`src/sv/eed_pkg.sv`:
```
// ----------------------------------------------------------------------------
// eed_pkg: shared types and constants of the echo escape decoder
// Decode modes, state and result records, byte codes and the escape table.
// ----------------------------------------------------------------------------
package eed_pkg;

    // byte codes
    localparam logic [7:0] BACKSLASH = 8'h5C;
    localparam logic [7:0] ESC_BYTE  = 8'h1B;
    localparam logic [7:0] CHAR_ZERO = 8'h30;
    localparam logic [7:0] CHAR_C    = 8'h63;
    // upper five bits shared by the octal digits '0'..'7'
    localparam logic [4:0] OCT_HIGH  = 5'b00110;
    localparam logic [2:0] OCT_MAX   = 3'd3;
    localparam int         MAX_RES   = 2;

    typedef enum logic [1:0] {
        MODE_TEXT  = 2'd0,
        MODE_ESC   = 2'd1,
        MODE_OCT   = 2'd2,
        MODE_SPARE = 2'd3
    } t_mode;

    typedef struct packed {
        t_mode      mode;
        logic [7:0] oval;
        logic [1:0] ocnt;
        logic       halt;
    } t_state;

    typedef struct packed {
        logic [7:0] data;
        logic       vld;
        logic       halted;
        logic       last;
    } t_result;

    // escape letter -> control byte; bit 8 set when the letter is known
    function automatic logic [8:0] esc_code(input logic [7:0] b);
        logic [8:0] code;
        unique case (b)
            8'h45:     code = {1'b1, ESC_BYTE};   // E
            8'h61:     code = {1'b1, 8'h07};      // a
            8'h62:     code = {1'b1, 8'h08};      // b
            8'h66:     code = {1'b1, 8'h0C};      // f
            8'h6E:     code = {1'b1, 8'h0A};      // n
            8'h72:     code = {1'b1, 8'h0D};      // r
            8'h76:     code = {1'b1, 8'h0B};      // v
            8'h74:     code = {1'b1, 8'h09};      // t
            BACKSLASH: code = {1'b1, BACKSLASH};
            default:   code = 9'd0;
        endcase
        return code;
    endfunction

endpackage

```
`src/sv/eed_decode.sv`:
```
// ----------------------------------------------------------------------------
// eed_decode: per-word escape decode
// Takes the current decode state and one input word, returns the next state
// and zero, one or two result words.
// ----------------------------------------------------------------------------
module eed_decode
    import eed_pkg::*;
(
    input  t_state     i_state,
    input  logic [7:0] i_byte,
    input  logic       i_arg_end,
    input  logic       i_new_cmd,
    input  logic       i_pass,
    output t_state     o_state,
    output logic [1:0] o_count,
    output t_result    o_res [MAX_RES]
);

    t_state     st;
    logic [1:0] k;
    logic [2:0] cnt3;
    logic [8:0] code;
    logic [7:0] rb [MAX_RES];
    logic       rv [MAX_RES];

    always_comb begin
        st   = i_state;
        k    = 2'd0;
        cnt3 = 3'd0;
        code = esc_code(i_byte);
        for (int i = 0; i < MAX_RES; i++) begin
            rb[i] = 8'd0;
            rv[i] = 1'b0;
        end

        // a new command drops the halt and any pending escape
        if (i_new_cmd) begin
            st = '{mode: MODE_TEXT, oval: 8'd0, ocnt: 2'd0, halt: 1'b0};
        end

        if (st.halt) begin
            st.mode = MODE_TEXT; st.oval = 8'd0; st.ocnt = 2'd0;
            k = 2'd1;
        end else if (i_pass) begin
            st.mode = MODE_TEXT; st.oval = 8'd0; st.ocnt = 2'd0;
            rb[0] = i_byte; rv[0] = 1'b1; k = 2'd1;
        end else begin
            unique case (st.mode)
                MODE_ESC: begin
                    st.mode = MODE_TEXT;
                    if (code[8]) begin
                        rb[0] = code[7:0]; rv[0] = 1'b1; k = 2'd1;
                    end else if (i_byte == CHAR_C) begin
                        st.halt = 1'b1;
                        k = 2'd1;
                    end else if (i_byte == CHAR_ZERO) begin
                        st.mode = MODE_OCT; st.oval = 8'd0; st.ocnt = 2'd0;
                    end else begin
                        // unknown escape: backslash, then the byte as text
                        rb[0] = BACKSLASH; rv[0] = 1'b1;
                        rb[1] = i_byte;    rv[1] = 1'b1;
                        k = 2'd2;
                    end
                end
                MODE_OCT: begin
                    if (i_byte[7:3] == OCT_HIGH) begin
                        st.oval = {st.oval[4:0], i_byte[2:0]};
                        cnt3    = {1'b0, st.ocnt} + 3'd1;
                        if (cnt3 >= OCT_MAX) begin
                            rb[0] = st.oval; rv[0] = 1'b1; k = 2'd1;
                            st.mode = MODE_TEXT; st.oval = 8'd0; st.ocnt = 2'd0;
                        end else begin
                            st.ocnt = cnt3[1:0];
                        end
                    end else begin
                        // non-digit ends the number, then is decoded as in text mode
                        rb[0] = st.oval; rv[0] = 1'b1; k = 2'd1;
                        st.oval = 8'd0; st.ocnt = 2'd0;
                        if (i_byte == BACKSLASH) begin
                            st.mode = MODE_ESC;
                        end else begin
                            st.mode = MODE_TEXT;
                            rb[1] = i_byte; rv[1] = 1'b1; k = 2'd2;
                        end
                    end
                end
                default: begin
                    if (i_byte == BACKSLASH) begin
                        st.mode = MODE_ESC;
                    end else begin
                        st.mode = MODE_TEXT;
                        rb[0] = i_byte; rv[0] = 1'b1; k = 2'd1;
                    end
                end
            endcase

            // flush a pending escape at the end of an argument
            if (i_arg_end && !st.halt) begin
                if (st.mode == MODE_ESC) begin
                    rb[k[0]] = BACKSLASH; rv[k[0]] = 1'b1; k = k + 2'd1;
                end else if (st.mode == MODE_OCT) begin
                    rb[k[0]] = st.oval;   rv[k[0]] = 1'b1; k = k + 2'd1;
                end
            end
            if (i_arg_end) begin
                st.mode = MODE_TEXT; st.oval = 8'd0; st.ocnt = 2'd0;
            end
        end
    end

    always_comb begin
        o_state = st;
        o_count = k;
        for (int i = 0; i < MAX_RES; i++) begin
            o_res[i].data   = rb[i];
            o_res[i].vld    = rv[i];
            o_res[i].halted = st.halt;
        end
        o_res[0].last = (k == 2'd1);
        o_res[1].last = 1'b1;
    end

endmodule

```
`src/sv/echo_escape_decoder.sv`:
```
// ----------------------------------------------------------------------------
// echo_escape_decoder: backslash escape decoder for echo argument bytes
// One word in per cycle while the m side keeps up; decoded words queue in a two-entry output buffer.
// ----------------------------------------------------------------------------
// Channel | Dir | tdata         | tlast       | tuser
// s       | in  | in_byte       | arg_end     | new_command
// m       | out | out_byte      | last_of_run | [0] out_valid, [1] halted
// cfg     | in  | pass_through (i_cfg_wdata, written when i_cfg_we is high)
//
// An input word is decoded in the cycle it is accepted; its results appear on
// the m side at the next clock edge. One word per cycle is sustained while
// each word gives at most one result and the m side is ready; a word giving
// two results holds o_s_tready low while the second drains from the two-entry
// output buffer. Reset (synchronous, active low) clears the decode state, the
// halt flag, pass_through and the buffer.
// ----------------------------------------------------------------------------
module echo_escape_decoder
    import eed_pkg::*;
(
    input  logic       i_clk,
    input  logic       i_rst_n,
    input  logic       i_cfg_we,
    input  logic       i_cfg_wdata,
    input  logic       i_s_tvalid,
    output logic       o_s_tready,
    input  logic [7:0] i_s_tdata,   // [7:0] in_byte
    input  logic       i_s_tlast,
    input  logic       i_s_tuser,   // [0] new_command
    output logic       o_m_tvalid,
    input  logic       i_m_tready,
    output logic [7:0] o_m_tdata,   // [7:0] out_byte
    output logic       o_m_tlast,
    output logic [1:0] o_m_tuser    // [0] out_valid, [1] halted
);

    logic       r_pass;
    t_state     r_state, n_state;
    t_result    r_q0, r_q1, n_q0, n_q1;
    logic [1:0] r_cnt, n_cnt;
    logic [1:0] dec_cnt;
    t_result    dec_res [MAX_RES];
    logic       accept, pop;

    // decode logic
    eed_decode u_decode (
        .i_state   (r_state),
        .i_byte    (i_s_tdata),
        .i_arg_end (i_s_tlast),
        .i_new_cmd (i_s_tuser),
        .i_pass    (r_pass),
        .o_state   (n_state),
        .o_count   (dec_cnt),
        .o_res     (dec_res)
    );

    // handshakes: take a word only when the buffer is empty after this cycle
    assign pop        = (r_cnt != 2'd0) && i_m_tready;
    assign o_s_tready = (r_cnt == 2'd0) || ((r_cnt == 2'd1) && i_m_tready);
    assign accept     = i_s_tvalid && o_s_tready;

    // output buffer next value
    always_comb begin
        n_cnt = r_cnt;
        n_q0  = r_q0;
        n_q1  = r_q1;
        if (accept) begin
            n_cnt = dec_cnt;
            n_q0  = dec_res[0];
            n_q1  = dec_res[1];
        end else if (pop) begin
            n_cnt = r_cnt - 2'd1;
            n_q0  = r_q1;
        end
    end

    // control registers
    always_ff @(posedge i_clk) begin
        if (!i_rst_n) begin
            r_pass  <= 1'b0;
            r_state <= '{mode: MODE_TEXT, oval: 8'd0, ocnt: 2'd0, halt: 1'b0};
            r_cnt   <= 2'd0;
        end else begin
            if (i_cfg_we) begin
                r_pass <= i_cfg_wdata;
            end
            if (accept) begin
                r_state <= n_state;
            end
            r_cnt <= n_cnt;
        end
    end

    // buffer payload
    always_ff @(posedge i_clk) begin
        r_q0 <= n_q0;
        r_q1 <= n_q1;
    end

    assign o_m_tvalid = (r_cnt != 2'd0);
    assign o_m_tdata  = r_q0.data;
    assign o_m_tlast  = r_q0.last;
    assign o_m_tuser  = {r_q0.halted, r_q0.vld};

    // checks
    a_cnt_range: assert property (@(posedge i_clk) disable iff (!i_rst_n)
        r_cnt != 2'd3) else $error("output buffer count out of range");

    a_accept_room: assert property (@(posedge i_clk) disable iff (!i_rst_n)
        accept |-> (r_cnt == 2'd0 || pop)) else $error("word taken into full buffer");

    a_pair_order: assert property (@(posedge i_clk) disable iff (!i_rst_n)
        (r_cnt == 2'd2) |-> (!r_q0.last && r_q1.last))
        else $error("first of a result pair marked last");

    a_halt_idle: assert property (@(posedge i_clk) disable iff (!i_rst_n)
        r_state.halt |-> (r_state.mode == MODE_TEXT && r_state.ocnt == 2'd0))
        else $error("escape pending while halted");

    a_ocnt_range: assert property (@(posedge i_clk) disable iff (!i_rst_n)
        r_state.ocnt != 2'd3) else $error("octal digit count overflow");

endmodule

```
`config.mk`:
```
export PLATFORM = sky130hd
export DESIGN_NAME = echo_escape_decoder
export DESIGN_NICKNAME = d
export VERILOG_FILES = /design/src/sv/eed_pkg.sv /design/src/sv/eed_decode.sv /design/src/sv/echo_escape_decoder.sv
export SDC_FILE = /design/constraint.sdc
export NUM_CORES = 1
export LEC_CHECK = 0
export ABC_AREA = 1
export ABC_CLOCK_PERIOD_IN_PS = 4700
export BUFFER_PORTS_ARGS = -buffer_cell sky130_fd_sc_hd__buf_2
export CAP_MARGIN = 20
export CORE_UTILIZATION = 50
export DETAILED_ROUTE_END_ITERATION = 6
export GPL_TIMING_DRIVEN = 0
export MAX_ROUTING_LAYER = met4
export PLACE_DENSITY = 0.77
export SYNTH_ARGS = -nofsm -noshare
export SYNTH_HDL_FRONTEND = slang
export SYNTH_SLANG_ARGS = --single-unit
export TNS_END_PERCENT = 5
```
`constraint.sdc`:
```
create_clock -name i_clk -period 4.7 [get_ports i_clk]
set_input_delay 0.94 -clock i_clk [delete_from_list [all_inputs] [get_ports i_clk]]
set_output_delay 0.94 -clock i_clk [all_outputs]
set_load 0.02 [all_outputs]
```
Yosys cells after proc, flatten, opt, wreduce, memory -nomap -nowiden:

Cells that the tools add are included.

* memory bits (writable): 0
* bits in read-only memories: 0
* register bits: 37
* output and inout port bits: 13
* bits in latches: 0
* word-level logic and storage cells: 141
* bits of input ports: 16
* memories kept: 0

* add/subtract/negate cells: 3
* shift operators: 0
* bitwise operators: 5
* reductions and logical operators: 11
* mux-type cells: 88
* eq/ne operators: 18
* div/mod/pow operators: 0
* multipliers: 0
* $lt $le $gt $ge: 3

Operators with widths (number)
* 2-to-1 mux 8 bit: 13
* case mux 9 bit (9 select lines): 1
* equality test 8 x 7 -> 1 bit (second input constant): 10
* 2-to-1 mux 16 bit: 5
* 2-to-1 mux 12 bit: 6
* 2-to-1 mux 2 bit: 23
* case mux 8 bit (2 select lines): 2
* 2-to-1 mux 10 bit: 3
* 2-to-1 mux 13 bit: 2
* 2-to-1 mux 1 bit: 22
* 2-to-1 mux 11 bit: 2
* case mux 10 bit (2 select lines): 1
* bitwise mux 16 bit: 1
* 2-to-1 mux 15 bit: 1
* AND 8 bit: 1
* demux 8 bit (select 1 bit): 1
* equality test 2 x 1 -> 1 bit (second input constant): 4
* equality test 8 x 6 -> 1 bit (second input constant): 1
* inverter 8 bit: 1
* bitwise OR 8 bit: 1
* case mux 2 bit (2 select lines): 2
* equality test 5 x 3 -> 1 bit (second input constant): 1
* logical AND 1 bit: 5
* equality test 2 bit (second input constant): 2
* 15 further kinds: 17

Depth between registers and ports, before layout:

Gate-level depths: netlist (run 1).

* depth after elaboration: 20
* gate-level depth with buffers: 19
* mapped depth without buffers: 18

Hierarchy:

A second synthesis (run 1) with hierarchy kept.

* cells, all modules: 519
* area, all modules: 3316.9 sq um

Modules (own cells, without submodules)
* eed_decode: cells an instance 376, sequential area each 0.0 sq um, area an instance 1825.5 sq um, times used 1
* echo_escape_decoder: cells an instance 143, sequential area each 980.9 sq um, area an instance 1491.4 sq um, times used 1

Least setup slack after synthesis (run 1):

No wires, ideal clock.

* path kind: input port to flip-flop
* start point: input i_s_tuser
* end point: register r_q0, in the netlist o_m_tlast (data pin)
* library setup time: 0.253 ns
* arrival time: 2.707 ns
* setup slack: 1.740 ns
* buffers on the path: 2
* cell stages on the path: 14
* data required time: 4.447 ns
* cells stage by stage: nor2_1 > ha_1 > clkbuf_1 > inv_1 > a21oi_1 > a21oi_1 > nand2_2 > nand2_4 > buf_12 > ha_1 > or2_0 > nand3_2 > o21ai_1 > inv_1

* cells in the longest elaborated chain, start to end: 16
* elaborated cells between the ends (all ways): 30
* classes of those cells: 2 x add/sub; 1 x order compare; 5 x eq/ne; 20 x mux; 2 x reduce/logical

Ends and longest elaborated chain
* start: declaration: line echo_escape_decoder.sv:28 `input logic i_s_tuser,`
* 2-to-1 mux 13 bit (*): line eed_decode.sv:37 `if (i_new_cmd) begin`
* adder 2 x 1 -> 3 bit: line eed_decode.sv:68 `cnt3 = {1'b0, st.ocnt} + 3'd1;`
* greater-or-equal comparator 3 x 2 -> 1 bit: line eed_decode.sv:69 `if (cnt3 >= OCT_MAX) begin`
* 2-to-1 mux 1 bit / 2-to-1 mux 10 bit (equally long branches): line eed_decode.sv:69
* 2-to-1 mux 2 bit / 2-to-1 mux 12 bit (equally long branches): line eed_decode.sv:66 `if (i_byte[7:3] == OCT_HIGH) begin`
* case mux 2 bit (2 select lines): line eed_decode.sv:48 `unique case (st.mode)`
* 2-to-1 mux 2 bit: line eed_decode.sv:44 `end else if (i_pass) begin`
* 2-to-1 mux 2 bit: line eed_decode.sv:41 `if (st.halt) begin`
* adder 2 x 1 -> 2 bit / equality test 2 bit (equally long branches): line eed_decode.sv:100, eed_decode.sv:102, eed_decode.sv:101
* 2-to-1 mux 2 bit: line eed_decode.sv:101 `end else if (st.mode == MODE_OCT) begin`
* 2-to-1 mux 2 bit: line eed_decode.sv:99 `if (st.mode == MODE_ESC) begin`
* 2-to-1 mux 2 bit: line eed_decode.sv:98 `if (i_arg_end && !st.halt) begin`
* 2-to-1 mux 2 bit: line eed_decode.sv:44
* 2-to-1 mux 2 bit (*): line eed_decode.sv:41
* equality test 2 x 1 -> 1 bit (*): line eed_decode.sv:119 `o_res[0].last = (k == 2'd1);`
* 2-to-1 mux 11 bit (*): line echo_escape_decoder.sv:66 `if (accept) begin`
* end signal: assignment: line echo_escape_decoder.sv:95 `r_q0 <= n_q0;`
* end: declaration: line echo_escape_decoder.sv:38 `t_result r_q0, r_q1, n_q0, n_q1;`

Mark *: on every way between the ends. The rest lies on a longest branch, timed or not. The select of a mux whose other input is x is not followed.
A chain may end at the register's enable or synchronous reset.

Final worst setup path (run 1):

Ends and elaborated chain as after synthesis.

==> impl_metrics.toml, run 1 <==
[outcome]
status = "finished clean"

[clocking]
path_clk_slew_ps = 90
cts_tree = "done"
cts.sinks = 37
clk_latency_ps = 300
cts_buffers = 5
cts.path.max_buffers = 2
cts.htree.levels = 2
cts_hold_buf = 0
root_buffer = "clkbuf_8"
post_cts_resized = 0
post_cts_buffers = 0

[setup_path]
required_ps = 4760
crit_chain = "buf_2 > nor2_1 > ha_1 > clkbuf_1 > inv_1 > a21oi_1 > a21oi_1 > nand2_2 > nand2_4 > buf_12 > ha_1 > or2_0 > nand3_2 > o21ai_1 > inv_1"
crit_family = "buffers and inverters"
worstSetupPathType = "input port to register"
start_kind = "input port"
crit_path_max_fanout = 10
path_buf_inv = 5
critPathCaptureType = "register"
cp_slowest_cell = "clkbuf_1"
slowest_delay_ps = 340
crit_arrival_ps = 3340

[pwr]
power_frac_clock_pct = 25.4
p_switching_uw = 460
p_int_uw = 737
cellLeakagePower_uw = 0.00149
comb_power_share_pct = 34.7
switching_share_pct = 38.4
seqPwrFrac_pct = 39.9
ir_worst_vdd_uv = 240
power.density_nw_per_um2 = 373

[floorplanning]
die_x_um = 77.5
start_util_pct = 51.8
std_cell_rows = 27
dieHeight_um = 77.5
die_area_um2 = 6010
boundaryPins = 29
coreArea_um2 = 5510

[place]
preCtsSetupSlack_ps = 1170
portBuffers = 28
place_congestion = 0.974
dp_hpwl_um = 6590

[cells_and_area]
drive_gt1_share_pct = 18.0
layout_common_cells = "nand2_1 (121), inv_1 (48), a21oi_1 (39)"
nFillCells = 530
num_antenna_cells = 0
final-seq-area_um2 = 951
final_common_cell = "nand2_1"
nets = 480
syn2layout_area_growth_pct = 12.5
multi_input_area_um2 = 1600

[timing]
slew-limit-headroom_pct = 60.4
fin_crit_sh_pct = 69.7
period_minus_slack_ps = 3270
fmax_ghz = 0.305
tns_ps = 0
finalHoldViolations = 0
slew_viol_final = 0
setup-violations-final = 0
worst_pin_slew_ps = 593
setup_slack_ps = 1430
rsz0062_at_grt = "no"
fin_worst_skew_ps = 5.19

[yosys]
synth_cells = 424
synth_warnings = 0
netlist_area_um2 = 2850
synth_top_area_share_pct = 22.1
synth_area_per_cell_um2 = 6.73
ys_async_sr_fraction_pct = 0
yosysSeqAreaShare_pct = 33.3
synth_top_area_cell = "edfxtp_1"
yosys.cell_types.count = 40
ys_top_cells_by_area = "edfxtp_1 (22%), nand2_1 (16%), dfxtp_1 (11%)"
synth_ff_type = "edfxtp_1"
synthesis.nets = 445
synth-edff-count = 21
synth_seq_cells = 37

[job]
max_cap_violations = 0

[routing]
via_count = 3070
vias_per_cell = 5.77
drc_errors = 0
first_pass_iters = 7
first_iter_violations = 417
post_drt_wl_per_cell_um = 16.3
postRouteAntennaNets = 0
wl_um = 8650

[global_route]
grt_overflow = 0
grt_max_degree = 15
grt_pass1_vias = 2846
grt_pass1_wl_um = 13700
gr-usage-all-layers_pct = 30.6
antenna_found_initial = 0

[min_path]
min_path_type = "register to register"
[power by group through the flow]
stage / sequential (uW) / clock [uW] / combinational [uW]
floorplan: 537 / 0 / 219
global placement: 475 / 0 / 387
detailed placement: 481 / 0 / 402
CTS: 479 / 302 / 411
global route: 486 / 312 / 459
finish: 477 / 304 / 416
[worst reg2reg max path, stage by stage, from the launching register on]
cell and delay (ps):
dfxtp_1 330, inv_1 60, nor2_1 170, ha_1 180
clkbuf_1 350, inv_1 220, a21oi_1 210, a21oi_1 110
nand2_2 100, nand2_4 80, buf_12 150, ha_1 270
or2_0 150, nand3_2 110, o21ai_1 90, inv_1 50
[state kept, by name, indices dropped and copies added, names as in the netlist]
| register | flops |
|---|---|
| o_m_tuser | 2 |
| o_m_tlast | 1 |
| o_m_tdata | 8 |
| r_q1 | 10 |
| r_cnt | 2 |
| r_pass | 1 |
| r_state | 13 |
[Yosys cell counts (3+ instances only)]
| library cell | count |
|---|---|
| nand2_4 | 3 |
| dfxtp_1 | 16 |
| clkbuf_1 | 6 |
| a21oi_1 | 39 |
| nor2_1 | 27 |
| ha_1 | 5 |
| nand2_1 | 121 |
| edfxtp_1 | 21 |
| inv_2 | 6 |
| inv_1 | 48 |
| nand2_2 | 14 |
| nand3_2 | 5 |
| nand3_1 | 33 |
| nor2_2 | 4 |
| nor3_1 | 3 |
| o22ai_1 | 3 |
| o211ai_1 | 9 |
| buf_2 | 4 |
| o21ai_0 | 23 |
| o21ai_1 | 3 |
| nand4_1 | 6 |
[final cells by class]
cell class	count	area share, %
buffer	14	2.53
multi-input combinational	316	49.8
tap	72	2.81
inverter	57	6.90
clock inverter	1	0.273
sequential	37	29.6
timing repair buffer	28	4.36
clock buffer	7	3.70
[kinds of logic after synthesis]
group / count (synthesis) / synth area share, %
fa+ha+maj: 5 / 2.19
flops: 37 / 33.3
compound gates: 90 / 18.1
buf+inv: 71 / 10.6
simple gates: 221 / 35.8
[through the flow]
stage | power [uW] | utilization (%) | hold slack (ps) | area (um2) | std cells
6_report | 1200 | 58.3 | 469 | 3210 | 532
5_1_grt | 1260 | 58.3 | 492 | 3210 | 532
4_1_cts | 1190 | 58.3 | 469 | 3210 | 532
3_5_place_dp | 884 | 56.0 | 457 | 3080 | 524
3_3_place_gp | 862 | 56.0 | 453 | 3080 | 524
2_1_floorplan | 757 | - | 444 | 2850 | 424
[path summary, 6_finish.rpt]
path	start	end	slack (ps)	cells past startpoint
setup / recovery	i_s_tuser	o_m_tlast	1430	15
hold / removal	r_state[8]	r_state[8]	470	2
setup reg to reg	r_state[12]	o_m_tlast	1840	15
hold reg to reg	r_state[8]	r_state[8]	470	2
[layer usage]
metal | global-route usage (%) | wire (um) | vias to the layer above
met5 | - | 0 | -
met4 | 15.3 | 348 | 0
met3 | 5.18 | 619 | 35
met1 | 36.9 | 3630 | 1406
li1 | - | - | 1476
met2 | 49.5 | 4050 | 153
(Power assumes the default switching activity.)
==> run 2, diff against run 1 <==
Settings changed: ABC_AREA 1 to 0, ABC_CLOCK_PERIOD_IN_PS 4700 to 3100.
Clock period 4.7 ns to 3.1 ns, I/O delays scaled along.
==> run 2 against run 1 <==
Effect of this change:
- largest cell class unchanged
- critical path type unchanged
- register-to-register slack got worse by 1500 ps
- routed wire length fell by 3.4%
- highest routed layer unchanged
- clock power rose by 8.6%
==> impl_metrics.toml, run 2 <==
[setup_path]
crit_path_max_fanout = 10
start_kind = "input port"
critPathCaptureType = "register"
crit_arrival_ps = 3140
r2r_start = "r_state[11]"
worstSetupPathType = "input port to register"
required_ps = 3140
startpoint = "i_s_tuser"

[yosys]
synthesis.nets = 347
synth_area_per_cell_um2 = 8.55
yosysSeqAreaShare_pct = 34.1
synth_top_area_share_pct = 22.6
synth_seq_cells = 37
synth_commonest_cells = "a21oi_1 (26), nand2_1 (26), edfxtp_1 (21), nor2_1 (21), nor2b_1 (20)"
ys_async_sr_fraction_pct = 0
synth_cells = 326
synth-edff-count = 21
netlist_area_um2 = 2790
synth_ff_type = "edfxtp_1"
synth_top_area_cell = "edfxtp_1"
synth_warnings = 0
yosys.cell_types.count = 66
ys_top_cells_by_area = "edfxtp_1 (23%), dfxtp_1 (11%), a22oi_1 (4.8%)"

[routing]
via_count = 2851
post_drt_wl_per_cell_um = 19.0
postRouteAntennaNets = 0
first_pass_iters = 6
drc_errors = 0
first_iter_violations = 385
wl_um = 8360
vias_per_cell = 6.48

[global_route]
antenna_found_initial = 0
grt_overflow = 0
grt_pass1_vias = 2526
grt_pass1_wl_um = 13300
grt_max_degree = 20
gr-usage-all-layers_pct = 30.1

[floorplanning]
coreArea_um2 = 5240
die_area_um2 = 5880
die_x_um = 76.7
boundaryPins = 29
dieHeight_um = 76.7
std_cell_rows = 26
start_util_pct = 53.2

[cells_and_area]
top_register = "r_state"
num_antenna_cells = 0
nFillCells = 461
layout_common_cells = "buf_2 (32), nand2_1 (26), a21oi_1 (26)"
drive_gt1_share_pct = 20.8
nets = 390
final_common_cell = "buf_2"
largest_register_ffs = 13
syn2layout_area_growth_pct = 18.0

[timing]
fmax_ghz = 0.323
worst_pin_slew_ps = 813
fin_worst_skew_ps = 8.56
slew_viol_final = 0
setup_slack_ps = 6.74
fin_hold_ws_ps = 490
slew-limit-headroom_pct = 45.4
setup-violations-final = 0
fin_crit_sh_pct = 99.8
rsz0062_at_grt = "yes"
finalHoldViolations = 0
period_minus_slack_ps = 3090

[clocking]
cts.htree.levels = 2
path_clk_slew_ps = 70
cts.path.max_buffers = 2
cts.sinks = 37
cts_tree = "done"
root_buffer = "clkbuf_8"
clk_latency_ps = 300
cts_buffers = 5

[pwr]
power.density_nw_per_um2 = 375
total_power_uw = 1230
ir_worst_vdd_uv = 200
cellLeakagePower_uw = 0.00119

[job]
max_cap_violations = 0

[place]
place_congestion = 0.960
dp_hpwl_um = 6060
portBuffers = 27
preCtsSetupSlack_ps = -512

[min_path]
min_path_type = "register to register"
min_from = "r_state[1]"

[outcome]
status = "finished clean"
## run 2: cell types whose count changed after synthesis, sizes merged, moves of 14 or more
cell   before  now
inv        56   15
a22oi       2   18
nand2     138   26
a21oi      41   27
nor2b       0   20
nand3      38   13
## run 2: path summary, 6_finish.rpt
path	end	slack (ps)	cells past startpoint
worst min-delay path	r_state[1]	490	2
worst max-delay path	r_q1[10]	7	11
worst max register to register	r_q1[10]	300	9
worst min register to register	r_state[1]	490	2
## run 2: cell type report
| type | instances | area (um2) | share of cell area, % |
|---|---|---|---|
| plain buffers | 19 | 92.6 | 2.81 |
| clock buffers | 7 | 76.3 | 2.32 |
| clock inverters | 1 | 5.00 | 0.152 |
| inverters | 15 | 56.3 | 1.71 |
| multi-input cells | 255 | 1820 | 55.2 |
| flip-flops and latches | 37 | 951 | 28.9 |
| well taps | 70 | 87.6 | 2.66 |
| repair buffers | 36 | 205 | 6.24 |
## run 2: what timing repair did
| item | CTS | global route |
|---|---|---|
| setup buffers | 5 | 4 |
| pin swaps | 3 | 6 |
| setup endpoints to repair | 12 | 17 |
| gates resized for setup | 6 | 13 |
| hold buffers | 0 | 0 |
## run 2: worst max-delay path, cell delays in order
cell and delay (ps):
clkbuf_4 160, buf_8 160, nand2b_4 160, ha_4 270, nor4b_4 270, nand4bb_1 250, a221oi_4 440, o221ai_4 170
or3_1 320, buf_2 170, o2111a_1 140
## run 2: per-layer routing
metal	global-route usage, %	wire, um	vias to the layer above
met1	39.9	3550	1312
met5	-	0	-
li1	-	-	1331
met3	5.48	726	29
met2	43.8	3750	179
met4	15.6	323	0
## run 2: cell families after synthesis
logic type / count (synthesis) / synth area share [%]
xor+xnor: 2 / 0.628
simple gates: 134 / 27.9
buf+inv: 34 / 4.85
fa+ha+maj: 5 / 2.24
compound gates: 110 / 28.7
flops: 37 / 34.1
mux: 4 / 1.53
## run 2: stage by stage
stage	instances	setup TNS, ps	util (%)	instance area (um2)
after global routing	440	-523	62.8	3290
after global placement	423	-6400	58.4	3060
after CTS	436	0	61.4	3210
after floorplan	326	0	-	2830
after detailed placement	423	-6800	58.4	3060
final	440	0	62.8	3290
## run 2: report_power, final
| part | switching [uW] | internal [uW] |
|---|---|---|
| Combinational | 209 | 99.5 |
| Sequential | 13.7 | 581 |
| Clock | 172 | 158 |
==> run 3, diff against run 2 <==
Settings changed: ABC_CLOCK_PERIOD_IN_PS 3100 to default, CORE_UTILIZATION 50 to 26, PLACE_DENSITY 0.77 to 0.5.
==> run 3 against run 2 <==
Effect of this change:
- first-iteration DRC count down 17%
- combinational power grew 2%
- non-clock buffer count is 6 lower
- sequential share of layout area shrank 0.61 points
- clock power rose by 25%
- final cell count grew 14%
- die area increased by 90%
- power increased by 7.4%
- critical path depth rose by 1
==> impl_metrics.toml, run 3 (synthesis results as in run 2) <==
[global_route]
grt_overflow = 0
gr-usage-all-layers_pct = 17.7
grt_max_degree = 20
grt_pass1_vias = 2657
antenna_found_initial = 0
grt_pass1_wl_um = 14900

[timing]
finalHoldViolations = 0
worst_pin_slew_ps = 852
slew-limit-headroom_pct = 42.8
fin_crit_sh_pct = 98.8
period_minus_slack_ps = 3060
slew_viol_final = 0
setup-violations-final = 0
fin_hold_ws_ps = 487
fin_worst_skew_ps = 6.39
rsz0062_at_grt = "yes"
fmax_ghz = 0.326

[floorplanning]
std_cell_rows = 37
die_x_um = 106
start_util_pct = 26.9
die_area_um2 = 11100
dieHeight_um = 106
boundaryPins = 29
coreArea_um2 = 10400

[pwr]
ir_worst_vdd_uv = 191
power.density_nw_per_um2 = 394
total_power_uw = 1320
cellLeakagePower_uw = 0.00118

[routing]
drc_errors = 0
vias_per_cell = 5.57
first_pass_iters = 6
post_drt_wl_per_cell_um = 18.3
postRouteAntennaNets = 0
via_count = 2785
wl_um = 9140
first_iter_violations = 318

[setup_path]
crit_arrival_ps = 3120
rrSetupSlack_ps = 320
r2r_end = "o_m_tuser[0]"
worstSetupEndpoint = "o_m_tuser[0]"
r2r_cells = 9
required_ps = 3150
worstSetupPathType = "input port to register"
r2r_start = "r_state[11]"
start_kind = "input port"
critPathCaptureType = "register"
crit_path_max_fanout = 10
startpoint = "i_s_tuser"

[outcome]
status = "finished clean"

[cells_and_area]
syn2layout_area_growth_pct = 20.6
layout_common_cells = "buf_2 (31), nand2_1 (26), a21oi_1 (26)"
largest_register_ffs = 13
top_register = "r_state"
drive_gt1_share_pct = 19.2
nets = 384
final_common_cell = "buf_2"
num_antenna_cells = 0
final_util_pct = 32.4
final_cell_area_um2 = 3360
nFillCells = 1149

[clocking]
clk_latency_ps = 290
cts.htree.levels = 2
cts_buffers = 5
cts_hold_buf = 0
path_clk_slew_ps = 80
cts_tree = "done"
cts.path.max_buffers = 2
root_buffer = "clkbuf_8"
cts.sinks = 37

[place]
dp_hpwl_um = 6910
postPlaceCellArea_um2 = 3140
place_congestion = 0.874
portBuffers = 27

[min_path]
min_path_type = "register to register"

[job]
max_cap_violations = 0
run 3: area by class of cell:
type | instances | area [um2] | area share [%]
well taps | 136 | 170 | 5.06
repair buffers | 30 | 160 | 4.77
inverters | 15 | 56.3 | 1.68
flip-flops and latches | 37 | 951 | 28.3
multi-input cells | 255 | 1800 | 53.6
plain buffers | 19 | 108 | 3.20
clock buffers | 8 | 115 | 3.43
run 3: metrics by stage:
| step | setup TNS, ps | setup WS [ps] | instances |
|---|---|---|---|
| floorplan | 0 | 11.8 | 326 |
| global placement | -7870 | -564 | 489 |
| detailed placement | -8950 | -617 | 489 |
| CTS | 0 | 6.41 | 500 |
| global route | -379 | -91.4 | 500 |
| finish | 0 | 35.9 | 500 |
run 3: worst min-delay path by stage:
stage                     from  slack [ps]          to  cells past startpoint
detailed placement  r_state[1]         480  r_state[1]                      2
floorplan           r_state[1]         460  r_state[1]                      2
finish              r_state[1]         490  r_state[1]                      2
CTS                 r_state[1]         490  r_state[1]                      2
global placement    r_state[1]         470  r_state[1]                      2
global route        r_state[1]         530  r_state[1]                      2
run 3: timing repair:
action,4_1_cts,5_1_grt
pin swaps,4,3
hold endpoints to repair,0,0
endpoints found under the setup margin,15,17
gates resized for setup,8,10
setup buffers,3,0
run 3: critical path: stages:
cell and delay, ps:
buf_4 150, clkbuf_16 170, nand2b_4 150, inv_1 90, ha_4 200, nor4b_4 270
nand4bb_1 270, and3_4 270, o221ai_4 220, a21oi_4 80, a2111o_1 420, a22o_1 200
run 3: layer usage:
layer	share of wire (%)	track usage, %
met1	47	24.1
met2	47	27.9
met3	5.7	2.78
met4	1.2	3.77
met5	0	-
run 3: report_power, final:
part	switching [uW]	leakage, uW	internal (uW)
Clock	175	0.0000601	239
Sequential	14.2	0.000334	581
Combinational	216	0.000787	100
